===== src/design/rct_pkg.sv =====
// Package: constants, types and the divider step function for the color temperature pipeline.
package rct_pkg;

    localparam int unsigned CH_W            = 16;
    localparam int unsigned SET_W           = 8;
    localparam int unsigned SUM_W           = CH_W + 2;
    localparam int unsigned COEF_W          = 12;
    localparam int unsigned DIVIDEND_W      = CH_W + COEF_W;
    localparam int unsigned STEPS_PER_STAGE = 4;
    localparam int unsigned DIV_STAGES      = DIVIDEND_W / STEPS_PER_STAGE;
    // entry, correction, product, divider stages, output
    localparam int unsigned NUM_STAGES      = DIV_STAGES + 4;
    localparam int unsigned IN_W            = 4 * CH_W;

    localparam logic [SET_W-1:0]  SETTING_RESET     = 8'd235;
    localparam logic [SET_W:0]    CYCLE_BASE        = 9'd256;
    localparam logic [SET_W:0]    ANALOG_MAX_CYCLES = 9'd63;
    localparam logic [CH_W-1:0]   SAT_DIGITAL       = 16'hFFFF;
    localparam logic [9:0]        SAT_PER_CYCLE     = 10'd768;  // 1024 counts less a quarter
    localparam logic [COEF_W-1:0] CCT_COEF          = 12'd3810;
    localparam logic [CH_W-1:0]   CCT_OFFSET        = 16'd1391;

    typedef struct packed {
        logic [DIVIDEND_W-1:0] x;    // dividend shifts out the top, quotient in the bottom
        logic [CH_W-1:0]       rem;
        logic [CH_W-1:0]       den;
    } t_div;

    // One restoring division step.
    function automatic t_div div_step(input t_div d);
        t_div          o;
        logic [CH_W:0] t;
        logic          ge;
        t  = {d.rem, d.x[DIVIDEND_W-1]};
        ge = (t >= {1'b0, d.den});
        o.den = d.den;
        o.rem = ge ? CH_W'(t - {1'b0, d.den}) : t[CH_W-1:0];
        o.x   = {d.x[DIVIDEND_W-2:0], ge};
        return o;
    endfunction

endpackage


===== src/design/ratio_color_temperature_top.sv =====
// Top level: pipelined ratio color temperature from raw R, G, B and clear counts.
//
// Usage
//   Input stream (s_axis): one transfer carries one sample; tdata packs, from the
//   lowest bit up, red_count, green_count, blue_count, clear_count (16 bits each).
//   Output stream (m_axis): one transfer per sample, in order; tdata holds
//   temperature_kelvin (16 bits), zero for a dark, saturated or degenerate sample.
//   Configuration: drive i_cfg_wr_en for one cycle with the integration setting on
//   i_cfg_wr_data; change it only while no sample is in flight.
// Pipeline and throughput
//   Eleven register stages: entry, IR correction, coefficient multiply, seven divider
//   stages of four restoring steps each (28-bit quotient), and the output adder.
//   One sample enters every cycle while the pipe is not full behind a stalled
//   receiver.
// Reset
//   i_rst_n low clears all stage valid bits and loads the setting 235.
// Stall
//   Each stage holds while it is full and the next one holds; empty stages keep
//   filling, so bubbles collapse and the input stays ready until the whole pipe
//   is full behind a stalled receiver. Nothing is dropped or repeated.
module ratio_color_temperature_top (
    input  logic                        i_clk,
    input  logic                        i_rst_n,
    input  logic                        i_cfg_wr_en,
    input  logic [rct_pkg::SET_W-1:0]   i_cfg_wr_data,
    input  logic                        i_s_axis_tvalid,
    output logic                        o_s_axis_tready,
    // red_count, green_count, blue_count, clear_count from the lowest bit up
    input  logic [rct_pkg::IN_W-1:0]    i_s_axis_tdata,
    output logic                        o_m_axis_tvalid,
    input  logic                        i_m_axis_tready,
    // temperature_kelvin
    output logic [rct_pkg::CH_W-1:0]    o_m_axis_tdata
);
    import rct_pkg::*;

    localparam int unsigned S_ENTRY = 0;
    localparam int unsigned S_CORR  = 1;
    localparam int unsigned S_PROD  = 2;
    localparam int unsigned S_DIV0  = 3;
    localparam int unsigned S_OUT   = NUM_STAGES - 1;

    // configuration register
    logic [SET_W-1:0] r_setting;

    always_ff @(posedge i_clk) begin
        if (!i_rst_n) begin
            r_setting <= SETTING_RESET;
        end else if (i_cfg_wr_en) begin
            r_setting <= i_cfg_wr_data;
        end
    end

    // saturation limit: 65535 when 256 minus the setting exceeds 63, else 768 counts per unit of that difference
    logic [SET_W:0]  cycles;
    logic [CH_W-1:0] sat_limit;

    always_comb begin
        cycles = CYCLE_BASE - {1'b0, r_setting};
        if (cycles > ANALOG_MAX_CYCLES) begin
            sat_limit = SAT_DIGITAL;
        end else begin
            sat_limit = CH_W'(cycles[5:0]) * CH_W'(SAT_PER_CYCLE);
        end
    end

    // stage valid bits and per-stage advance; a stage loads when empty or draining
    logic [NUM_STAGES-1:0] r_vld;
    logic [NUM_STAGES-1:0] stg_en;

    always_comb begin
        stg_en[S_OUT] = !r_vld[S_OUT] || i_m_axis_tready;
        for (int k = NUM_STAGES - 2; k >= 0; k--) begin
            stg_en[k] = !r_vld[k] || stg_en[k+1];
        end
    end

    assign o_s_axis_tready = stg_en[S_ENTRY];
    assign o_m_axis_tvalid = r_vld[S_OUT];

    always_ff @(posedge i_clk) begin
        if (!i_rst_n) begin
            r_vld <= '0;
        end else begin
            if (stg_en[S_ENTRY]) begin
                r_vld[S_ENTRY] <= i_s_axis_tvalid;
            end
            for (int k = 1; k < NUM_STAGES; k++) begin
                if (stg_en[k]) begin
                    r_vld[k] <= r_vld[k-1];
                end
            end
        end
    end

    // entry stage: channel sum and dark / saturation check
    logic [CH_W-1:0] in_red, in_green, in_blue, in_clear;

    assign in_red   = i_s_axis_tdata[CH_W-1:0];
    assign in_green = i_s_axis_tdata[2*CH_W-1:CH_W];
    assign in_blue  = i_s_axis_tdata[3*CH_W-1:2*CH_W];
    assign in_clear = i_s_axis_tdata[4*CH_W-1:3*CH_W];

    logic [CH_W-1:0]  r_e_red, r_e_blue, r_e_clear;
    logic [SUM_W-1:0] r_e_sum;
    logic             r_e_bad;

    always_ff @(posedge i_clk) begin
        if (stg_en[S_ENTRY]) begin
            r_e_red   <= in_red;
            r_e_blue  <= in_blue;
            r_e_clear <= in_clear;
            r_e_sum   <= SUM_W'(in_red) + SUM_W'(in_green) + SUM_W'(in_blue);
            r_e_bad   <= (in_clear == '0) || (in_clear >= sat_limit);
        end
    end

    // correction stage: remove half the excess of R+G+B over clear, wrapping at 16 bits
    logic [SUM_W-1:0] excess;
    logic [CH_W-1:0]  ir, red2, blue2;

    always_comb begin
        excess = r_e_sum - SUM_W'(r_e_clear);
        ir     = (r_e_sum > SUM_W'(r_e_clear)) ? excess[CH_W:1] : '0;
        red2   = r_e_red - ir;
        blue2  = r_e_blue - ir;
    end

    logic [CH_W-1:0] r_c_red2, r_c_blue2;
    logic            r_c_bad;

    always_ff @(posedge i_clk) begin
        if (stg_en[S_CORR]) begin
            r_c_red2  <= red2;
            r_c_blue2 <= blue2;
            r_c_bad   <= r_e_bad || (red2 == '0);
        end
    end

    // product stage: scaled blue becomes the dividend
    logic [DIVIDEND_W-1:0] r_p_prod;
    logic [CH_W-1:0]       r_p_den;
    logic                  r_p_bad;

    always_ff @(posedge i_clk) begin
        if (stg_en[S_PROD]) begin
            r_p_prod <= DIVIDEND_W'(r_c_blue2) * DIVIDEND_W'(CCT_COEF);
            r_p_den  <= r_c_red2;
            r_p_bad  <= r_c_bad;
        end
    end

    // divider stages: STEPS_PER_STAGE restoring steps each
    t_div r_div     [DIV_STAGES];
    logic r_div_bad [DIV_STAGES];
    t_div n_div     [DIV_STAGES];
    logic n_div_bad [DIV_STAGES];

    always_comb begin
        for (int j = 0; j < DIV_STAGES; j++) begin
            if (j == 0) begin
                n_div[j].x   = r_p_prod;
                n_div[j].rem = '0;
                n_div[j].den = r_p_den;
                n_div_bad[j] = r_p_bad;
            end else begin
                n_div[j]     = r_div[j-1];
                n_div_bad[j] = r_div_bad[j-1];
            end
            for (int s = 0; s < STEPS_PER_STAGE; s++) begin
                n_div[j] = div_step(n_div[j]);
            end
        end
    end

    always_ff @(posedge i_clk) begin
        for (int j = 0; j < DIV_STAGES; j++) begin
            if (stg_en[S_DIV0 + j]) begin
                r_div[j]     <= n_div[j];
                r_div_bad[j] <= n_div_bad[j];
            end
        end
    end

    // output stage: add the offset, force zero for rejected samples
    logic [CH_W-1:0] r_out;

    always_ff @(posedge i_clk) begin
        if (stg_en[S_OUT]) begin
            r_out <= r_div_bad[DIV_STAGES-1] ? '0
                   : r_div[DIV_STAGES-1].x[CH_W-1:0] + CCT_OFFSET;
        end
    end

    assign o_m_axis_tdata = r_out;

endmodule

===== config.mk =====
export PLATFORM = sky130hd
export DESIGN_NAME = ratio_color_temperature_top
export DESIGN_NICKNAME = d
export VERILOG_FILES = /design/src/design/rct_pkg.sv /design/src/design/ratio_color_temperature_top.sv
export SDC_FILE = /design/constraint.sdc
export NUM_CORES = 2
export LEC_CHECK = 0
export ABC_AREA = 1
export ABC_CLOCK_PERIOD_IN_PS = 9520
export BUFFER_PORTS_ARGS = -buffer_cell sky130_fd_sc_hd__buf_2
export CAP_MARGIN = 15
export CORE_MARGIN = 2
export CORE_UTILIZATION = 36
export CTS_BUF_LIST = sky130_fd_sc_hd__clkbuf_2
export DETAILED_ROUTE_END_ITERATION = 7
export HOLD_SLACK_MARGIN = 0.03
export PLACE_DENSITY = 0.52
export SLEW_MARGIN = 20
export SYNTH_ARGS = -nofsm -noshare
export SYNTH_HDL_FRONTEND = slang
export SYNTH_SLANG_ARGS = --single-unit

===== constraint.sdc =====
create_clock -name i_clk -period 9.52 [get_ports i_clk]
set_clock_uncertainty 0.05 [all_clocks]
set_input_delay 0.952 -clock i_clk [delete_from_list [all_inputs] [get_ports i_clk]]
set_output_delay 0.952 -clock i_clk [all_outputs]
set_load 0.03 [all_outputs]

Word level (Yosys, flattened, before mapping)
Memories as Yosys holds them, arrays and structs flattened.
Cells that the tools add are included.
{"block": "word_totals", "word_cells": 164, "mem_bits_rw": 427, "inputBits": 77, "n_memories": 2, "register_bits": 179}
{"block": "op_classes", "mul": 2, "n_addsub": 35, "magnitude_cmp": 31, "reduce_logical": 26, "muxes": 44}
{"memory": "r_div", "words": 7, "width": 60, "read_ports": 7, "rd_ports_with_merged_regs": 0, "write_ports": 7, "line": "ratio_color_temperature_top.sv:154", "rtl": "t_div r_div [DIV_STAGES];"}
{"memory": "r_div_bad", "words": 7, "width": 1, "read_ports": 7, "rd_ports_with_merged_regs": 0, "write_ports": 7, "line": "ratio_color_temperature_top.sv:155", "rtl": "logic r_div_bad [DIV_STAGES];"}
{"operator": "16-bit 2-to-1 mux", "count": 30}
{"operator": "16-bit subtractor", "count": 29}
{"operator": "17-bit by 16-bit >= comparator with 1-bit output", "count": 27}
{"operator": "16-bit logical NOT", "count": 2}
{"operator": "16-bit by 11-bit multiplier with 27-bit output (second input constant)", "count": 1}
{"operator": "17-bit by 16-bit adder with 18-bit output", "count": 1}
{"operator": "18-bit by 16-bit greater-than comparator with 1-bit output", "count": 1}
{"operator": "16-bit by 16-bit adder with 17-bit output", "count": 1}
{"operator": "17-bit by 16-bit subtractor with 17-bit output", "count": 1}
{"operator": "16-bit by 11-bit adder with 16-bit output (second input constant)", "count": 1}
{"operator": "1-bit by 16-bit >= comparator with 1-bit output", "count": 1}
{"operator": "16-bit >= comparator", "count": 1}
{"operator": "1-bit by 16-bit subtractor with 16-bit output", "count": 1}
{"operator": "1-bit 2-to-1 mux", "count": 14}
{"operator": "1-bit logical OR", "count": 13}
{"operator": "1-bit logical NOT", "count": 11}
{"operator": "9-bit by 6-bit greater-than comparator with 1-bit output (second input constant)", "count": 1}
{"operator": "9-bit by 8-bit subtractor with 9-bit output (first input constant)", "count": 1}
{"operator": "6-bit by 2-bit multiplier with 8-bit output (second input constant)", "count": 1}

Longest topological paths before layout
{"block": "depth", "ltp_word": 12, "ltp_mapped": 55}

Worst setup path before layout
OpenSTA, ideal clock, no wires.
{"block": "synth_timing", "path_kind": "input-to-output", "startpoint": "input i_m_axis_tready", "endpoint": "output o_s_axis_tready", "path_stages": 16, "slack_ns": 0.279, "t_required_ns": 8.518, "t_arrival_ns": 8.239, "path_cell_list": "nor2_1 -> inv_2 -> nor2_1 -> inv_2 -> nor2_1 -> inv_2 -> nor2_1 -> inv_2 -> nor2_1 -> inv_1 -> nor2_2 -> nand2_1 -> nor2_1 -> nand2_1 -> nor2_2 -> nand2_1"}
{"block": "synth_between", "elab_chain_cells": 11}
{"element": "start, declared", "line": "ratio_color_temperature_top.sv:31", "rtl": "input logic i_m_axis_tready,"}
{"element": "1-bit logical OR", "line": "ratio_color_temperature_top.sv:72", "rtl": "stg_en[S_OUT] = !r_vld[S_OUT] || i_m_axis_tready;"}
{"element": "via stg_en[10]", "line": "ratio_color_temperature_top.sv:69", "rtl": "logic [NUM_STAGES-1:0] stg_en;"}
{"element": "1-bit logical OR", "line": "ratio_color_temperature_top.sv:74", "rtl": "stg_en[k] = !r_vld[k] || stg_en[k+1];"}
{"element": "via stg_en[9]", "line": "ratio_color_temperature_top.sv:69"}
{"element": "1-bit logical OR", "line": "ratio_color_temperature_top.sv:74"}
{"element": "via stg_en[8]", "line": "ratio_color_temperature_top.sv:69"}
{"element": "1-bit logical OR", "line": "ratio_color_temperature_top.sv:74"}
{"element": "via stg_en[7]", "line": "ratio_color_temperature_top.sv:69"}
{"element": "1-bit logical OR", "line": "ratio_color_temperature_top.sv:74"}
{"element": "via stg_en[6]", "line": "ratio_color_temperature_top.sv:69"}
{"element": "1-bit logical OR (2 in a row)", "line": "ratio_color_temperature_top.sv:74"}
{"element": "via stg_en[4]", "line": "ratio_color_temperature_top.sv:69"}
{"element": "1-bit logical OR (2 in a row)", "line": "ratio_color_temperature_top.sv:74"}
{"element": "via stg_en[2]", "line": "ratio_color_temperature_top.sv:69"}
{"element": "1-bit logical OR (2 in a row)", "line": "ratio_color_temperature_top.sv:74"}
{"element": "end, declared", "line": "ratio_color_temperature_top.sv:27", "rtl": "output logic o_s_axis_tready,"}
The timed path passes the listed nets, and every way through them passes these cells.

==> tab_implementation.tex <==
\begin{tabular}{lr}
\hline
Metric & Value \\
\hline
\multicolumn{2}{l}{\textbf{Yosys}} \\
\quad Sequential cell area fraction in the yosys report & 0.298 \\
\quad Count of warnings emitted by yosys & 0 \\
\quad Number of flip-flops and latches in the synthesized netlist & 496 \\
\quad Post-synthesis async set-or-reset flop share & 0 \\
\quad Dominant cell type by area after synthesis & sky130\_fd\_sc\_hd\_\_edfxtp\_1 \\
\quad Synthesized area & 49400 um\^{}2 \\
\quad Synthesized instance count & 6286 \\
\quad Largest cells by area after synthesis & sky130\_fd\_sc\_hd\_\_edfxtp\_1 (29\%), sky130\_fd\_sc\_hd\_\_ha\_1 (15\%), sky130\_fd\_sc\_hd\_\_nand2\_1 (13\%) \\
\quad Number of nets in the synthesized netlist & 7083 \\
\quad Area fraction of the dominant cell type after synthesis & 0.290 \\
\quad Number of enable-type register cells in the synthesized netlist & 477 \\
\quad Average footprint of a synthesized cell & 7.85 um\^{}2 \\
\quad Post-synth cell types & 70 \\
\quad Dominant register cell in the synthesized netlist & sky130\_fd\_sc\_hd\_\_edfxtp\_1 \\
\multicolumn{2}{l}{\textbf{GRT}} \\
\quad Maximum number of pins on one net before global-route repair & 70 \\
\quad Number of antenna violations at the first check in global routing & 4 \\
\quad Via count of the first global-routing pass & 42.0k \\
\quad First-pass GRT wire length & 241000 um \\
\quad Overall track demand over capacity in global routing & 0.220 \\
\quad Remaining global-route overflow & 0 \\
\multicolumn{2}{l}{\textbf{Floorplanning}} \\
\quad Chip width & 374 um \\
\quad Cell Rows & 135 \\
\quad Effective utilization at floorplan & 0.363 \\
\quad Area of the core & 136000 um\^{}2 \\
\quad Y dimension of the die & 374 um \\
\quad Ports & 95 \\
\quad Total die area & 140000 um\^{}2 \\
\multicolumn{2}{l}{\textbf{Layout}} \\
\quad Commonest non-fill, non-tap cell in the layout & sky130\_fd\_sc\_hd\_\_nand2\_1 \\
\quad Most frequent cells in the layout & sky130\_fd\_sc\_hd\_\_nand2\_1 (1755), sky130\_fd\_sc\_hd\_\_inv\_1 (752), sky130\_fd\_sc\_hd\_\_ha\_1 (609) \\
\quad Util after Layout & 0.403 \\
\quad Share of layout cells above drive strength 1 & 0.0911 \\
\quad Filler cells & 14.1k \\
\quad Net total in the final layout & 7425 \\
\quad Area overhead of the layout relative to synthesis & 10.8\% \\
\multicolumn{2}{l}{\textbf{Timing}} \\
\quad Sum of negative setup slack & 0 ns \\
\quad Final setup violating endpoints & 0 \\
\quad Final Max Tran Viols & 0 \\
\quad Measured slew at the worst slew-check pin & 0.977 ns \\
\quad Worst rel slew slack & 0.349 \\
\quad Time the worst path needs with I/O delays and setup & 8.93 ns \\
\quad Share of the cycle needed by the critical path after routing & 0.938 \\
\quad Final Hold Vio Count & 0 \\
\quad Unrepaired setup endpoints after global routing & false \\
\quad Maximum frequency from static timing analysis & 112 MHz \\
\multicolumn{2}{l}{\textbf{Setup path}} \\
\quad Crit path kind & reg2reg \\
\quad Critical Path Sink Type & flop \\
\quad Critical Path Max Stage Delay & 0.39 ns \\
\quad FF-to-FF path depth & 45 \\
\quad End of the worst register-to-register path & r\_div[6][32]\$\_DFFE\_PP\_ \\
\quad Worst EP required & 10.48 ns \\
\quad Maximum fanout count along the critical path & 26 \\
\quad Category of the worst setup path launch point & flop \\
\quad Slowest CP cell & sky130\_fd\_sc\_hd\_\_edfxtp\_1 \\
\quad Crit Reg-Reg Startpoint & r\_div[5][8]\$\_DFFE\_PP\_ \\
\quad Crit path top cell by count & sky130\_fd\_sc\_hd\_\_nand2\_1 \\
\quad Arr. time, crit path & 9.90 ns \\
\quad Internal reg-to-reg setup slack & 0.59 ns \\
\multicolumn{2}{l}{\textbf{Hold path}} \\
\quad Worst hold path endpoint & r\_e\_sum[6]\$\_DFFE\_PP\_ \\
\quad Worst min-delay path category & in2reg \\
\quad Min-Delay Path Depth & 4 \\
\quad Launch point of the worst hold path & i\_s\_axis\_tdata[21] \\
\multicolumn{2}{l}{\textbf{Routing}} \\
\quad Count of antenna-violating nets left after detailed routing & 0 \\
\quad Wirelength, routed & 157000 um \\
\quad Number of DRC markers in iteration 0 & 3303 \\
\quad DRT Pass-1 Iters & 6 \\
\quad Number of design rule violations left after detail routing & 0 \\
\quad Avg WL per Cell & 18.4 um \\
\quad Overall via count from detail\_route & 44.0k \\
\quad Vias per Instance & 5.15 \\
\multicolumn{2}{l}{\textbf{Clock network}} \\
\quad Clk sinks & 496 \\
\quad Later-pin clock latency in the skew report & 1.41 ns \\
\quad Clock tree from TritonCTS & built \\
\quad Clock tree root buffer cell & sky130\_fd\_sc\_hd\_\_clkbuf\_2 \\
\quad Clock tree buffer depth & 3 \\
\quad Clock transition at the registers of the reported paths & 0.10 ns \\
\quad CTS Buf Count & 141 \\
\quad Count of H-tree levels built during CTS & 4 \\
\multicolumn{2}{l}{\textbf{Place}} \\
\quad RD Place Congestion & 0.944 \\
\quad Final HPWL DP & 126000 um \\
\quad I/O Buffers & 94 \\
\multicolumn{2}{l}{\textbf{Run}} \\
\quad \# Max-Cap Violations & 0 \\
\multicolumn{2}{l}{\textbf{Status}} \\
\quad Outcome & completed \\
\hline
\end{tabular}
==> registers in the layout, indices dropped and copies added (netlist names) <==
register	count
o_m_axis_tdata	16
r_c_bad	1
r_c_blue2	16
r_c_red2	16
r_div	310
r_div_bad	7
r_e_bad	1
r_e_blue	16
r_e_clear	16
r_e_red	16
r_e_sum	18
r_p_bad	1
r_p_den	16
r_p_prod	27
r_setting	8
r_vld	11
==> layout make-up <==
class,count,area [um^2],area share
Tap cell,1781,2230,0.0408
Multi-Input combinational cell,4925,31200,0.571
Inverter,790,2980,0.0544
Timing Repair Buffer,274,2100,0.0385
Clock inverter,54,427,0.00780
Clock buffer,200,1000,0.0183
Sequential cell,496,14700,0.269
Antenna cell,10,25.0,0.000458
==> layer usage <==
layer  GRT usage  wire length [um]
met5           0                 0
met4      0.0603              3540
met3      0.0311              9050
met2       0.344             69400
met1       0.314             74600
==> critical path, delay by kind of cell, from the launching register on <==
family,cells,cell delay [ns]
fa+ha+maj,4,1.37
simple gates,19,2.45
flops,1,0.39
buf+inv,4,0.83
compound gates,18,3.48
==> synth_stat cells (all sizes together) (23+ instances only) <==
library cell / number
nand2: 1794
inv: 785
ha: 609
a21oi: 497
edfxtp: 477
nand3: 442
nor2: 363
o21ai: 323
xor2: 230
xnor2: 160
fa: 111
buf: 63
nand4: 60
nor3: 53
or2: 32
a31oi: 30
a21o: 27
a21boi: 24
o21bai: 24
nand3b: 23
o211ai: 23
==> repair_timing <==
item / CTS / global route
hold buffers: 98 / 0
pin swaps: 0 / 3
hold endpoints to repair: 72 / 0
setup buffers: 1 / 7
gates resized for setup: 3 / 14
gates cloned: 0 / 1
setup endpoints to repair: 16 / 32
==> through the flow <==
stage                     setup WS (ns)  hold slack (ns)  instances  cell area, um^2
after global routing             0.0176           0.0705       8527            54700
after detailed placement        -0.0190            0.355       8159            52100
final                             0.589            0.231       8530            54700
after global placement          -0.0392            0.351       8159            52100
after floorplan                   0.279            0.350       6286            49400
after CTS                         0.132           0.0300       8512            54500
==> logic make-up after synthesis <==
family / count (synthesis) / share of synthesized area
simple gates: 2800 / 0.246
compound gates: 1014 / 0.117
buf+inv: 866 / 0.0710
fa+ha+maj: 720 / 0.199
flops: 496 / 0.298
xor+xnor: 390 / 0.0692
==> worst max-delay path by stage <==
stage	from	end	slack, ns	depth (start not counted)
after CTS	r_div[3][8]$_DFFE_PP_	r_div[4][27]$_DFFE_PP_	0.13	45
final	r_div[5][8]$_DFFE_PP_	r_div[6][32]$_DFFE_PP_	0.59	45
after detailed placement	r_div[3][1]$_DFFE_PP_	r_div[4][16]$_DFFE_PP_	-0.02	46
after floorplan	i_m_axis_tready	o_s_axis_tready	0.28	16
after global routing	r_div[3][12]$_DFFE_PP_	r_div[4][25]$_DFFE_PP_	0.02	49
after global placement	r_div[3][1]$_DFFE_PP_	r_div[4][17]$_DFFE_PP_	-0.04	46
Power is left out: the tool's default activity adds up to more than one toggle a clock period on the data nets, which glitch-free logic cannot reach.
